**src/rtl/core/ffha_pkg.sv**
```systemverilog
// Shared constants, codes and types of the first-fit heap allocator.
// Used by ffha_use_counter and first_fit_heap_allocator_unit; no dependencies.

package ffha_pkg;

   // Table depth and derived widths
   localparam int MAX_BLOCKS = 64;
   localparam int IDX_W      = $clog2(MAX_BLOCKS);
   localparam int BLK_CNT_W  = $clog2(MAX_BLOCKS + 1);

   // Field widths
   localparam int ADDR_W     = 22;
   localparam int END_W      = 23;
   localparam int HDR_W      = 7;
   localparam int SIZE_W     = 23;
   localparam int USE_W      = 24;
   localparam int STATUS_W   = 2;
   localparam int CSR_IDX_W  = 2;
   localparam int CSR_DATA_W = 23;

   // Running payload address: base + header + sum of all block strides
   localparam int PAY_W      = SIZE_W + IDX_W + 1;

   localparam int TRAILER_BYTES = 4;

   // Request modes
   localparam logic MODE_ALLOC = 1'b0;
   localparam logic MODE_FREE  = 1'b1;

   // Response status codes
   localparam logic [STATUS_W-1:0] STATUS_OK      = 2'd0;
   localparam logic [STATUS_W-1:0] STATUS_ZERO    = 2'd1;
   localparam logic [STATUS_W-1:0] STATUS_NOMEM   = 2'd2;
   localparam logic [STATUS_W-1:0] STATUS_UNKNOWN = 2'd3;

   // Configuration register indexes
   localparam logic [CSR_IDX_W-1:0] CSR_HEAP_BASE   = 2'd0;
   localparam logic [CSR_IDX_W-1:0] CSR_HEAP_END    = 2'd1;
   localparam logic [CSR_IDX_W-1:0] CSR_HEADER_SIZE = 2'd2;

   // Update command for the bytes-in-use counter
   typedef struct packed {
      logic              apply;
      logic              sub;
      logic [USE_W-1:0]  amount;
   } cnt_cmd_type;

endpackage

```
**src/rtl/core/first_fit_heap_allocator_unit.sv**
```systemverilog
// First-fit heap allocator: block table in one synchronous RAM, scanned one entry a cycle.
// An accepted request scans the table entries in order; a hit ends the scan, and a miss
// (append or unknown free) passes through an end state. An empty table skips the scan, and a
// zero-size allocate goes straight to the response. One request at a time: the next request is
// accepted the cycle after the response loads.
// Reset is synchronous: control, block count, top, counter and config return to defaults;
// the table RAM is not cleared, entries at or above the block count are never used.
// Depends on ffha_pkg and ffha_use_counter.

module first_fit_heap_allocator_unit (
   input  logic                            clock,
   input  logic                            reset,
   // request channel
   input  logic                            req_valid,
   output logic                            req_stall,
   input  logic                            req_mode,
   input  logic [ffha_pkg::SIZE_W-1:0]     req_request_size,
   input  logic [ffha_pkg::ADDR_W-1:0]     req_free_address,
   // response channel
   output logic                            rsp_valid,
   input  logic                            rsp_stall,
   output logic [ffha_pkg::ADDR_W-1:0]     rsp_address,
   output logic [ffha_pkg::STATUS_W-1:0]   rsp_status,
   output logic [ffha_pkg::USE_W-1:0]      rsp_bytes_in_use,
   // configuration port
   input  logic                            csr_write_enable,
   input  logic [ffha_pkg::CSR_IDX_W-1:0]  csr_index,
   input  logic [ffha_pkg::CSR_DATA_W-1:0] csr_write_data
);
   import ffha_pkg::*;

   localparam int ENT_W  = SIZE_W + 1;
   localparam int STR_W  = HDR_W + 1;
   localparam int BH_W   = ADDR_W + 1;
   localparam int TOP_W  = SIZE_W + 1;
   localparam int NEED_W = SIZE_W + 2;

   localparam logic [1:0] STATE_IDLE = 2'd0;
   localparam logic [1:0] STATE_SCAN = 2'd1;
   localparam logic [1:0] STATE_END  = 2'd2;
   localparam logic [1:0] STATE_DONE = 2'd3;

   // Configuration registers
   logic [ADDR_W-1:0] heap_base_ff;
   logic [END_W-1:0]  heap_end_ff;
   logic [HDR_W-1:0]  header_size_ff;

   // Control and request registers
   logic [1:0]           state_ff, state_in;
   logic                 mode_ff, mode_in;
   logic [SIZE_W-1:0]    size_ff, size_in;
   logic [ADDR_W-1:0]    faddr_ff, faddr_in;
   logic [HDR_W-1:0]     hdr_ff, hdr_in;
   logic [STR_W-1:0]     stride_ff, stride_in;
   logic [BH_W-1:0]      base_hdr_ff, base_hdr_in;
   logic [PAY_W-1:0]     pay_ff, pay_in;
   logic [BLK_CNT_W-1:0] ev_ff, ev_in;
   logic [BLK_CNT_W-1:0] block_count_ff, block_count_in;
   logic [SIZE_W-1:0]    top_offset_ff, top_offset_in;
   logic [ADDR_W-1:0]    res_addr_ff, res_addr_in;
   logic [STATUS_W-1:0]  res_status_ff, res_status_in;
   cnt_cmd_type          cmd_ff, cmd_in;

   // Response registers
   logic                 rsp_valid_ff, rsp_valid_in;
   logic [ADDR_W-1:0]    rsp_address_ff, rsp_address_in;
   logic [STATUS_W-1:0]  rsp_status_ff, rsp_status_in;
   logic [USE_W-1:0]     rsp_bytes_ff, rsp_bytes_in;

   // Block table RAM: {used, size}
   logic [ENT_W-1:0] table_mem [MAX_BLOCKS];
   logic [ENT_W-1:0] rd_data_ff;
   logic [IDX_W-1:0] rd_addr;
   logic             mem_we;
   logic [IDX_W-1:0] mem_wr_addr;
   logic [ENT_W-1:0] mem_wr_data;

   // Datapath helpers
   logic                 req_fire;
   logic                 slot_free;
   logic                 entry_used;
   logic [SIZE_W-1:0]    entry_size;
   logic                 alloc_hit;
   logic                 free_hit;
   logic [BLK_CNT_W-1:0] ev_next;
   logic [TOP_W-1:0]     top_pay;
   logic [NEED_W-1:0]    need_end;
   logic [USE_W-1:0]     grow;
   logic                 table_full;
   logic                 no_room;
   cnt_cmd_type          cnt_cmd;
   logic [USE_W-1:0]     count_next;

   assign req_stall = (state_ff != STATE_IDLE);
   assign req_fire  = req_valid && !req_stall;
   assign slot_free = !rsp_valid_ff || !rsp_stall;

   assign entry_used = rd_data_ff[SIZE_W];
   assign entry_size = rd_data_ff[SIZE_W-1:0];
   assign alloc_hit  = (mode_ff == MODE_ALLOC) && !entry_used && (entry_size >= size_ff);
   assign free_hit   = (mode_ff == MODE_FREE) && entry_used &&
                       (pay_ff == PAY_W'(faddr_ff));
   assign ev_next    = ev_ff + 1'b1;

   // Append geometry at the heap top
   assign top_pay    = TOP_W'(base_hdr_ff) + TOP_W'(top_offset_ff);
   assign need_end   = NEED_W'(top_pay) + NEED_W'(size_ff);
   assign grow       = USE_W'(size_ff) + USE_W'(hdr_ff) + USE_W'(TRAILER_BYTES);
   assign table_full = (block_count_ff >= BLK_CNT_W'(MAX_BLOCKS));
   assign no_room    = table_full || (need_end >= NEED_W'(heap_end_ff));

   // Read address: entry 0 on accept, the following entry while scanning
   assign rd_addr = (state_ff == STATE_SCAN) ? ev_next[IDX_W-1:0] : '0;

   always_ff @(posedge clock) begin
      if (mem_we) begin
         table_mem[mem_wr_addr] <= mem_wr_data;
      end
      rd_data_ff <= table_mem[rd_addr];
   end

   // Main sequencer
   always_comb begin
      state_in       = state_ff;
      mode_in        = mode_ff;
      size_in        = size_ff;
      faddr_in       = faddr_ff;
      hdr_in         = hdr_ff;
      stride_in      = stride_ff;
      base_hdr_in    = base_hdr_ff;
      pay_in         = pay_ff;
      ev_in          = ev_ff;
      block_count_in = block_count_ff;
      top_offset_in  = top_offset_ff;
      res_addr_in    = res_addr_ff;
      res_status_in  = res_status_ff;
      cmd_in         = cmd_ff;
      mem_we         = 1'b0;
      mem_wr_addr    = ev_ff[IDX_W-1:0];
      mem_wr_data    = {mode_ff == MODE_ALLOC, entry_size};

      unique case (state_ff)
         STATE_IDLE: begin
            if (req_fire) begin
               mode_in       = req_mode;
               size_in       = req_request_size;
               faddr_in      = req_free_address;
               hdr_in        = header_size_ff;
               stride_in     = STR_W'(header_size_ff) + STR_W'(TRAILER_BYTES);
               base_hdr_in   = BH_W'(heap_base_ff) + BH_W'(header_size_ff);
               pay_in        = PAY_W'(heap_base_ff) + PAY_W'(header_size_ff);
               ev_in         = '0;
               res_addr_in   = '0;
               res_status_in = STATUS_OK;
               cmd_in        = '0;
               if ((req_mode == MODE_ALLOC) && (req_request_size == '0)) begin
                  res_status_in = STATUS_ZERO;
                  state_in      = STATE_DONE;
               end else if (block_count_ff == '0) begin
                  state_in = STATE_END;
               end else begin
                  state_in = STATE_SCAN;
               end
            end
         end

         // One table entry per cycle; hit marks the block and ends the scan
         STATE_SCAN: begin
            if (alloc_hit || free_hit) begin
               mem_we        = 1'b1;
               res_status_in = STATUS_OK;
               cmd_in.apply  = 1'b1;
               if (alloc_hit) begin
                  res_addr_in   = pay_ff[ADDR_W-1:0];
                  cmd_in.sub    = 1'b0;
                  cmd_in.amount = USE_W'(size_ff) + USE_W'(hdr_ff);
               end else begin
                  res_addr_in   = faddr_ff;
                  cmd_in.sub    = 1'b1;
                  cmd_in.amount = USE_W'(entry_size) + USE_W'(hdr_ff);
               end
               state_in = STATE_DONE;
            end else if (ev_next == block_count_ff) begin
               state_in = STATE_END;
            end else begin
               ev_in  = ev_next;
               pay_in = pay_ff + PAY_W'(entry_size) + PAY_W'(stride_ff);
            end
         end

         // No match: append for allocate, report unknown for free
         STATE_END: begin
            if (mode_ff == MODE_FREE) begin
               res_status_in = STATUS_UNKNOWN;
               res_addr_in   = '0;
            end else if (no_room) begin
               res_status_in = STATUS_NOMEM;
               res_addr_in   = '0;
            end else begin
               mem_we         = 1'b1;
               mem_wr_addr    = block_count_ff[IDX_W-1:0];
               mem_wr_data    = {1'b1, size_ff};
               block_count_in = block_count_ff + 1'b1;
               top_offset_in  = top_offset_ff + grow[SIZE_W-1:0];
               res_addr_in    = top_pay[ADDR_W-1:0];
               res_status_in  = STATUS_OK;
               cmd_in.apply   = 1'b1;
               cmd_in.sub     = 1'b0;
               cmd_in.amount  = grow;
            end
            state_in = STATE_DONE;
         end

         // Wait for the response register, then update the counter
         STATE_DONE: begin
            if (slot_free) begin
               state_in = STATE_IDLE;
            end
         end

         default: begin
            state_in = STATE_IDLE;
         end
      endcase
   end

   // Counter update goes with the response load
   always_comb begin
      cnt_cmd       = cmd_ff;
      cnt_cmd.apply = cmd_ff.apply && (state_ff == STATE_DONE) && slot_free;
   end

   ffha_use_counter u_use_counter (
      .clock    (clock),
      .reset    (reset),
      .cmd      (cnt_cmd),
      .count_in (count_next)
   );

   // Response register
   always_comb begin
      rsp_valid_in   = rsp_valid_ff && rsp_stall;
      rsp_address_in = rsp_address_ff;
      rsp_status_in  = rsp_status_ff;
      rsp_bytes_in   = rsp_bytes_ff;
      if ((state_ff == STATE_DONE) && slot_free) begin
         rsp_valid_in   = 1'b1;
         rsp_address_in = res_addr_ff;
         rsp_status_in  = res_status_ff;
         rsp_bytes_in   = count_next;
      end
   end

   assign rsp_valid        = rsp_valid_ff;
   assign rsp_address      = rsp_address_ff;
   assign rsp_status       = rsp_status_ff;
   assign rsp_bytes_in_use = rsp_bytes_ff;

   // Control registers
   always_ff @(posedge clock) begin
      if (reset) begin
         state_ff       <= STATE_IDLE;
         block_count_ff <= '0;
         top_offset_ff  <= '0;
         cmd_ff         <= '0;
         rsp_valid_ff   <= 1'b0;
         heap_base_ff   <= ADDR_W'(0);
         heap_end_ff    <= END_W'(4063232);
         header_size_ff <= HDR_W'(8);
      end else begin
         state_ff       <= state_in;
         block_count_ff <= block_count_in;
         top_offset_ff  <= top_offset_in;
         cmd_ff         <= cmd_in;
         rsp_valid_ff   <= rsp_valid_in;
         if (csr_write_enable) begin
            if (csr_index == CSR_HEAP_BASE) begin
               heap_base_ff <= csr_write_data[ADDR_W-1:0];
            end
            if (csr_index == CSR_HEAP_END) begin
               heap_end_ff <= csr_write_data[END_W-1:0];
            end
            if (csr_index == CSR_HEADER_SIZE) begin
               header_size_ff <= csr_write_data[HDR_W-1:0];
            end
         end
      end
   end

   // Payload registers
   always_ff @(posedge clock) begin
      mode_ff        <= mode_in;
      size_ff        <= size_in;
      faddr_ff       <= faddr_in;
      hdr_ff         <= hdr_in;
      stride_ff      <= stride_in;
      base_hdr_ff    <= base_hdr_in;
      pay_ff         <= pay_in;
      ev_ff          <= ev_in;
      res_addr_ff    <= res_addr_in;
      res_status_ff  <= res_status_in;
      rsp_address_ff <= rsp_address_in;
      rsp_status_ff  <= rsp_status_in;
      rsp_bytes_ff   <= rsp_bytes_in;
   end

endmodule

```
**src/rtl/core/ffha_use_counter.sv**
```systemverilog
// Saturating bytes-in-use counter of the heap allocator.
// Depends on ffha_pkg (widths and cnt_cmd_type).

module ffha_use_counter (
   input  logic                       clock,
   input  logic                       reset,
   input  ffha_pkg::cnt_cmd_type      cmd,
   output logic [ffha_pkg::USE_W-1:0] count_in
);
   import ffha_pkg::*;

   logic [USE_W-1:0] count_ff;
   logic [USE_W:0]   sum;

   // Add saturates at all ones, subtract saturates at zero
   assign sum = {1'b0, count_ff} + {1'b0, cmd.amount};

   always_comb begin
      count_in = count_ff;
      if (cmd.apply) begin
         if (cmd.sub) begin
            count_in = (cmd.amount >= count_ff) ? '0 : count_ff - cmd.amount;
         end else begin
            count_in = sum[USE_W] ? '1 : sum[USE_W-1:0];
         end
      end
   end

   always_ff @(posedge clock) begin
      if (reset) begin
         count_ff <= '0;
      end else begin
         count_ff <= count_in;
      end
   end

endmodule

```
**config.mk**
```make
export PLATFORM = sky130hd
export DESIGN_NAME = first_fit_heap_allocator_unit
export DESIGN_NICKNAME = d
export VERILOG_FILES = /design/src/rtl/core/ffha_pkg.sv /design/src/rtl/core/first_fit_heap_allocator_unit.sv /design/src/rtl/core/ffha_use_counter.sv
export SDC_FILE = /design/constraint.sdc
export NUM_CORES = 2
export LEC_CHECK = 0
export BUFFER_PORTS_ARGS = -buffer_cell sky130_fd_sc_hd__buf_2
export CAP_MARGIN = 15
export CORE_MARGIN = 4
export CORE_UTILIZATION = 45
export CTS_BUF_LIST = sky130_fd_sc_hd__clkbuf_8 sky130_fd_sc_hd__clkbuf_16
export DETAILED_ROUTE_END_ITERATION = 7
export PLACE_DENSITY_LB_ADDON = 0.12
export SLEW_MARGIN = 20
export SYNTH_ARGS = -nofsm -noshare
export SYNTH_HDL_FRONTEND = slang
export SYNTH_SLANG_ARGS = --single-unit
```
**constraint.sdc**
```tcl
create_clock -name clock -period 8.08 [get_ports clock]
set_clock_uncertainty 0.1 [all_clocks]
set_input_delay 0.808 -clock clock [delete_from_list [all_inputs] [get_ports clock]]
set_output_delay 0.808 -clock clock [all_outputs]
set_load 0.05 [all_outputs]
```
==> results.py <==
metrics = {
    "floorplan": {
        "rows": 158,
        "die_wd_um": 440,
        "fp.dieH_um": 440,
        "core_region_area_um2": 185000,
        "initial_utilization_pct": 45.3,
        "design.die.area_um2": 194000,
        "num_io_pins": 126,
    },
    "global_route": {
        "via_count_of_the_first_global_routing_pass": 51000,
        "antenna_found_initial": 8,
        "gr-usage-all-layers_pct": 26.4,
        "grt_overflow_total": 0,
        "grt_max_degree": 104,
        "first_pass_grt_wire_length_mm": 367,
    },
    "detailed_routing": {
        "wl_met3_mm": 16.7,
        "vias": 51600,
        "met2_length_mm": 124,
        "maxUsedRoutingLayer": "met5",
        "ant_nets": 0,
        "detail_route.vias_per_cell": 5.99,
        "routedLengthMet1_mm": 105,
        "drt-total-wl_mm": 257,
        "drc": 0,
        "drtIter0Drc": 4872,
        "drt-wirelength-per-cell_um": 29.8,
        "firstDrtPassIters": 6,
    },
    "logic_synthesis": {
        "yosys_warnings": 0,
        "synthDistinctLibCells": 98,
        "post-synth-top-area-cell": "edfxtp_1",
        "netlist_top_cells_area": "edfxtp_1 62%, mux4_2 6.8%, dfxtp_1 3.8%",
        "number_of_instances_in_the_synthesized_netlist": 5720,
        "synth_fp_nets": 6047,
        "yosys_register_bits": 1886,
        "commonest_cells_in_the_netlist": "1,727 x edfxtp_1, 424 x nand2_1, 349 x nor2_1, 299 x a21oi_1, 253 x mux4_2",
        "syn_area_per_cell_um2": 14.7,
        "post_synth_instance_area_um2": 84000,
        "synth-async-reset-ratio_pct": 0,
        "dominantRegCellSynth": "edfxtp_1",
        "synth_largest_type_area_fraction_pct": 61.8,
        "most_frequently_used_cell_type_in_the_post_synthesis_netlist": "edfxtp_1",
        "synth_sequential_area_ratio_pct": 65.6,
        "synth_enable_flop_cells": 1727,
    },
    "layout": {
        "area_used_by_multi_input_combinational_logic_um2": 27900,
        "register_area_um2": 55000,
        "fillers": 15500,
        "finalCoreUtilization_pct": 52.2,
        "finalNetCount": 6299,
        "area_growth_pct": 15.2,
        "post_route_cells_drive_above_1_share_pct": 18.9,
    },
    "sta": {
        "report.final.setup_viol": 0,
        "maxClockFrequency_mhz": 132,
        "tns_ps": 0,
        "setup_repair_after_global_routing_missed_its_margin": "false",
        "final-hold-violation-count": 0,
        "finalCriticalPeriod_ps": 7580,
        "hold_slack_ps": 65.0,
        "portion_of_the_clock_cycle_consumed_by_the_worst_path_in_the_final_layout_pct": 93.8,
        "slew_headroom_pct": 23.4,
        "timing.final.max_slew_violations": 0,
        "worstMarginPinSlew_ps": 1140,
    },
    "clock_network": {
        "clk_pin_slew_ps": 60,
        "cts_tree": "done",
        "clock_sink_count": 1886,
        "clk_path_buf_depth": 3,
        "clock_tree_root_driver_cell": "clkbuf_16",
        "insertion_delay_ps": 860,
        "clock_tree.htree_level_count": 4,
        "tritoncts.num_buffers": 197,
    },
    "outcome": {
        "outcome": "complete, no violations",
    },
    "worst_hold_path": {
        "hold_path.class": "primary input to flop",
        "hold_path_depth": 1,
        "hp-start": "req_free_address[4]",
        "holdPathEnd": "faddr_ff[4]",
    },
    "pwr": {
        "leakage_nw": 32.9,
        "vdd_ir_drop_max_uv": 416,
        "post-layout-total-power_mw": 38.7,
        "power_density_nw_per_um2": 400,
    },
    "setup_path": {
        "setup.reg_to_reg.worst_slack_ps": 500,
        "worstReg2RegStart": "base_hdr_ff[0]",
        "cp_max_fo": 24,
        "critPathRequiredTime_ps": 8460,
        "startpoint_type": "flop",
        "worstPathArrival_ps": 7960,
        "ff2ff_path_depth": 27,
        "reg2reg_to": "table_mem[3][8]",
        "worstSetupPathType": "flop to flop",
        "cp-end-kind": "flop",
    },
    "placement": {
        "globalplace.congestion": 0.927,
        "quantity_of_i_o_buffers_inserted_on_ports": 125,
        "half_perimeter_wire_length_of_the_detailed_placement_result_mm": 165,
    },
    "flow_run": {
        "drv_cap": 0,
    },
}
[worst max-delay path, stage by stage, from the launching register on]
cell and delay, ps:
edfxtp_1 370, ha_1 240, fa_1 400, a21o_1 200
a221oi_2 340, o211ai_1 230, a31o_2 330, a31o_2 260
a31o_2 230, a21oi_1 170, xnor2_1 180, ha_1 330
a21o_1 190, a31oi_1 210, a21oi_1 140, xor2_1 190
ha_1 310, a21o_1 160, a211o_1 300, a2111oi_1 280
o2bb2ai_1 190, buf_6 230, nand4_1 160, buf_4 240
a2111oi_2 500, a21oi_4 220, nor2_2 240, buf_12 240
[cell usage in the layout, fill, tap and decap left out, drive strengths merged, types with 156 or more instances in the layout]
| master | netlist | final |
|---|---|---|
| nor2 | 349 | 349 |
| mux4 | 253 | 253 |
| dfxtp | 159 | 159 |
| o21ai | 156 | 156 |
| edfxtp | 1727 | 1727 |
| a21oi | 305 | 305 |
| ha | 234 | 234 |
| clkbuf | 191 | 209 |
| buf | 114 | 352 |
| inv | 145 | 204 |
| nand2 | 424 | 424 |
[metrics by stage]
step           worst slack [ps]  area, um2  std cells
6_report                    501      96700       8620
5_1_grt                    5.93      96700       8619
4_1_cts                    31.4      96500       8607
3_5_place_dp                111      90000       8235
3_3_place_gp                277      90000       8234
2_1_floorplan              -837      84000       5720
[registers in the layout, indices dropped and copies added (netlist names), 6 cells and up]
| signal | count |
|---|---|
| heap_base_ff | 22 |
| pay_ff | 30 |
| base_hdr_ff | 23 |
| top_offset_ff | 23 |
| cmd_ff | 26 |
| stride_ff | 6 |
| rd_data_ff | 24 |
| block_count_ff | 7 |
| u_use_counter.count_ff | 24 |
| faddr_ff | 22 |
| hdr_ff | 7 |
| rsp_address | 22 |
| size_ff | 23 |
| table_mem | 1536 |
| rsp_bytes_in_use | 24 |
| ev_ff | 7 |
| heap_end_ff | 23 |
| res_addr_ff | 22 |
| header_size_ff | 7 |
[how the worst max path moves through the flow]
stage                    from                 to  slack, ps  cells past startpoint
6_report       base_hdr_ff[0]    table_mem[3][8]        500                     27
5_1_grt        base_hdr_ff[0]    table_mem[7][0]          6                     28
4_1_cts        base_hdr_ff[0]    table_mem[7][0]         30                     27
3_5_place_dp   base_hdr_ff[0]   table_mem[7][16]        110                     27
3_3_place_gp   base_hdr_ff[0]  table_mem[21][20]        280                     26
2_1_floorplan  base_hdr_ff[0]   table_mem[0][10]       -840                     25
[area by class of cell]
class | instances | area share (%)
inverter | 147 | 0.581
clock inverter | 157 | 1.32
multi-input combinational | 3382 | 28.8
antenna | 1 | 0.00259
tap | 2480 | 3.21
timing repair buffer | 358 | 3.84
clock buffer | 209 | 5.31
sequential | 1886 | 56.9
[report_power, final]
group | leakage (nW) | switching (mW) | internal (mW) | total (mW)
clock | 3.32 | 3.88 | 5.00 | 8.87
sequential | 17.0 | 0.771 | 13.3 | 14.1
combinational | 12.6 | 10.5 | 5.31 | 15.8
total | 32.9 | 15.1 | 23.6 | 38.7
[cells by family (layout without fill, tap and decap cells)]
family / Yosys count / after routing / share of synthesized area, %
simple gates: 1211 / 1211 / 6.63
mux: 506 / 506 / 9.97
fa+ha+maj: 251 / 251 / 3.89
xor+xnor: 231 / 231 / 2.41
other cells: 0 / 1 / 0
compound gates: 1183 / 1183 / 9.44
flops: 1886 / 1886 / 65.6
buf+inv: 452 / 871 / 2.12
[per-layer routing]
layer	global-route usage, %	vias to the layer above
li1	-	22900
met1	35.1	26400
met2	43.7	1864
met3	4.39	420
met4	9.78	8
met5	0	-
[repair_timing]
action	CTS	global route
resized for setup	0	11
endpoints found under the hold margin	6	0
setup buffers	0	10
endpoints found under the setup margin	0	1528
hold buffers	6	0
No activity file was read; power rests on OpenSTA's default activity.
